## src/rtl/mts_pkg.sv

```systemverilog
`timescale 1ns / 1ps
// ----------------------------------------------------------------------------
// mts_pkg
// Shared types and constants for the minimum tracking stack.
// ----------------------------------------------------------------------------
package mts_pkg;

  localparam int unsigned DataWidth    = 32;
  localparam int unsigned DefaultDepth = 64;

  typedef logic signed [DataWidth-1:0] data_t;

  typedef enum logic [0:0] {
    OP_PUSH = 1'b0,
    OP_POP  = 1'b1
  } op_e;

  typedef enum logic [1:0] {
    ST_OK    = 2'd0,
    ST_FULL  = 2'd1,
    ST_EMPTY = 2'd2
  } status_e;

  // Shift control broadcast along a chain of cells.
  typedef struct packed {
    logic push;  // every cell takes its upper neighbor
    logic pop;   // every cell takes its lower neighbor
  } shift_t;

endpackage

```

## src/rtl/mts_cell.sv

```systemverilog
`timescale 1ns / 1ps
// ----------------------------------------------------------------------------
// mts_cell
// One stack slot: loads from the neighbor above on push, below on pop.
// ----------------------------------------------------------------------------
module mts_cell (
  input  logic           clk_i,
  input  mts_pkg::shift_t ctl_i,
  input  mts_pkg::data_t  up_i,
  input  mts_pkg::data_t  dn_i,
  output mts_pkg::data_t  q_o
);

  mts_pkg::data_t data_d, data_q;

  always_comb begin
    data_d = data_q;
    if (ctl_i.push) begin
      data_d = up_i;
    end else if (ctl_i.pop) begin
      data_d = dn_i;
    end
  end

  // Slot contents carry no reset; only slots below the count are ever read.
  always_ff @(posedge clk_i) begin
    data_q <= data_d;
  end

  assign q_o = data_q;

endmodule

```

## src/rtl/mts_chain.sv

```systemverilog
`timescale 1ns / 1ps
// ----------------------------------------------------------------------------
// mts_chain
// Row of stack cells; cell 0 is the top, data moves one cell per shift.
// ----------------------------------------------------------------------------
module mts_chain #(
  parameter int unsigned Depth = mts_pkg::DefaultDepth
) (
  input  logic            clk_i,
  input  mts_pkg::shift_t ctl_i,
  input  mts_pkg::data_t  push_data_i,
  output mts_pkg::data_t  top_o,
  output mts_pkg::data_t  next_o
);

  mts_pkg::data_t cell_q [Depth];

  for (genvar i = 0; i < Depth; i++) begin : g_cell
    mts_pkg::data_t up, dn;

    if (i == 0) begin : g_first
      assign up = push_data_i;
    end else begin : g_mid_up
      assign up = cell_q[i-1];
    end

    // Bottom cell refills from itself on pop; that slot is beyond the count.
    if (i == Depth - 1) begin : g_last
      assign dn = cell_q[i];
    end else begin : g_mid_dn
      assign dn = cell_q[i+1];
    end

    mts_cell u_cell (
      .clk_i (clk_i),
      .ctl_i (ctl_i),
      .up_i  (up),
      .dn_i  (dn),
      .q_o   (cell_q[i])
    );
  end

  assign top_o  = cell_q[0];
  assign next_o = cell_q[1];

endmodule

```

## config.mk

```make
export PLATFORM = sky130hd
export DESIGN_NAME = mts_chain
export DESIGN_NICKNAME = d
export VERILOG_FILES = /design/src/rtl/mts_pkg.sv /design/src/rtl/mts_cell.sv /design/src/rtl/mts_chain.sv
export SDC_FILE = /design/constraint.sdc
export NUM_CORES = 2
export LEC_CHECK = 0
export BUFFER_PORTS_ARGS = -buffer_cell sky130_fd_sc_hd__buf_4
export CORE_MARGIN = 1
export CORE_UTILIZATION = 55
export DETAILED_ROUTE_END_ITERATION = 8
export GPL_ROUTABILITY_DRIVEN = 0
export PLACE_DENSITY = 0.8
export REMOVE_ABC_BUFFERS = 1
export SLEW_MARGIN = 30
export SYNTH_ARGS = -nofsm -noshare
export SYNTH_HDL_FRONTEND = slang
export SYNTH_SLANG_ARGS = --single-unit
```

## constraint.sdc

```tcl
create_clock -name clk_i -period 32.6 [get_ports clk_i]
set_clock_uncertainty 0.05 [all_clocks]
set_input_delay 6.52 -clock clk_i [delete_from_list [all_inputs] [get_ports clk_i]]
set_output_delay 6.52 -clock clk_i [all_outputs]
set_load 0.005 [all_outputs]
```

==> summary.txt <==
mean post-synth cell area: 20.1 µm²
most frequent cells in the layout: edfxtp_1 (2048), mux2_2 (2016), clkbuf_16 (202)
fin nets: 4445
global-route wire length before repair: 189000 µm
Initial Utilization: 0.556
die width: 398 µm
clock root buffer master: clkbuf_16
CP startpoint kind: input port
Max Freq: 84.1 MHz
DRC viols: 0
overall routing resource usage: 0.141
final max-slew violation count: 0
clock tree sinks: 2048
setup tns final: 0 ps
post-synthesis instance total: 4289
number of synthesized register bits: 2048
number of flip-flops in the largest register: 2048
clock tree from TritonCTS: yes
Floorplan Core Area: 155000 µm²
number of global-route vias before repair: 37600
drt wl/cell: 16.9 µm
Gates resized, CTS repair: 0
relative max-transition margin: 0.285
power per standard cell area: 69.8 nW/µm²
P_leak: 0.0328 µW
setup repair after global routing missed its margin: no
vias after detailed routing: 36300
Clk pin slew, worst setup/hold paths: 60 ps
number of nets still failing antenna checks after routing: 0
number of CTS-inserted buffers: 199
Die Span Y: 398 µm
count of warnings emitted by yosys: 0
busiest grt layer: met2
worst path setup slack after routing: 20710 ps
GR met2 Demand/Resource: 0.222
number of vias per cell after detailed routing: 5.48
maximum ir drop on the vdd rail: 62.3 µV
Data required, critical path: 32970 ps
maximum number of pins on one net before global-route repair: 204
minimum clock period after layout: 11890 ps
share of cells above drive strength 1: 0.534
total number of H-tree levels: 4
min-delay src: g_cell[62].u_cell.q_o[2]$_DFFE_PP_
GR Layer Usage met1: 0.198
area of the die: 158000 µm²
final setup fails: 0
period utilization: 0.365
layout overhead on the synthesized area: 9.57%
leading cell type in the layout, fill and taps excluded: edfxtp_1
crit path from: ctl_i[1]
count of hold buffers inserted by post-cts repair: 0
worst-case clock buffer depth: 3
result of the run: completed
Worst Max-Slew Pin Slew: 1070 ps
number of I/O port buffers: 98
total standard cell area after synthesis: 86100 µm²
count of final hold-check violations: 0
source-to-sink clock delay at the later pin of the worst-skew pair: 810 ps
detailed-placement wirelength estimate: 61500 µm
highest net fanout along the worst path: 93
post-synthesis cell type count: 5
remaining global-route overflow: 0
Core Rows: 144
setup bufs post-CTS: 0
met3 track utilization from global routing: 0.0262
type of the worst setup path: in -> reg
proportion of synthesized chip area in sequential cells: 0.714
Max-Cap Viols: 0
type of the most critical hold path: reg -> reg
element type at the critical path end: flip-flop
placement-stage worst setup slack: 19520 ps
diodes inserted: 0
antenna violations before repair: 0
Total Wirelength: 112000 µm
worst endpoint data arrival time: 12260 ps
router iterations before antenna repair: 5
Ports: 99
source of the worst register-to-register timing path: g_cell[38].u_cell.q_o[2]$_DFFE_PP_
initial drt markers: 2689
-- per-layer routing --
metal / wire length [µm] / vias to the layer above
met5: 0 / -
met4: 2390 / 0
met3: 3560 / 191
met2: 53900 / 412
met1: 52200 / 18200
li1: - / 17400
-- synthesized netlist by cell type (all sizes together) --
library cell  instances  area, µm²
edfxtp             2048      61500
mux2               2016      22700
buf                 224       1920
or2                   1       6.26
-- where the power goes --
part / switching (µW) / total [µW] / internal, µW
clock: 953 / 2200 / 1250
sequential: 230 / 3750 / 3520
combinational: 223 / 634 / 412
total: 1410 / 6590 / 5180
-- cells by family (layout without fill, tap and decap cells) --
family / Yosys count / in the layout / share of synthesized area
flip-flops: 2048 / 2048 / 0.714
multiplexers: 2016 / 2016 / 0.264
buffers and inverters: 224 / 505 / 0.0222
AND/OR/NAND/NOR: 1 / 1 / 0.0000727
-- worst max-delay path: stages --
cell	delay (ps)
buf_16	250
or2_4	660
buf_4	830
buf_4	720
buf_6	670
buf_6	710
buf_6	700
buf_6	680
-- final timing paths --
check,slack (ps),end,depth (start not counted)
max,20710,g_cell[55].u_cell.q_o[0]$_DFFE_PP_,8
min,350,g_cell[63].u_cell.q_o[2]$_DFFE_PP_,0
max reg2reg,31550,g_cell[37].u_cell.q_o[2]$_DFFE_PP_,1
min reg2reg,350,g_cell[63].u_cell.q_o[2]$_DFFE_PP_,0
-- per-stage QoR --
stage,instances,area (µm²),util,hold WS [ps],total power (µW)
global placement,6249,87900,0.568,376,4380
detailed placement,6251,88000,0.569,383,4450
CTS,6612,94300,0.609,365,6680
global route,6614,94400,0.610,375,6880
finish,6614,94400,0.610,349,6590
floorplan,4065,84200,-,372,4310
-- cell type report --
type | instances | area (µm²)
Timing Repair Buffer | 144 | 1320
Fill cell | 10600 | 60400
Clock inverter | 116 | 1070
Tap cell | 2044 | 2560
Sequential cell | 2048 | 61500
Multi-Input combinational cell | 2017 | 22700
Clock buffer | 245 | 5220
(Power assumes the default switching activity.)
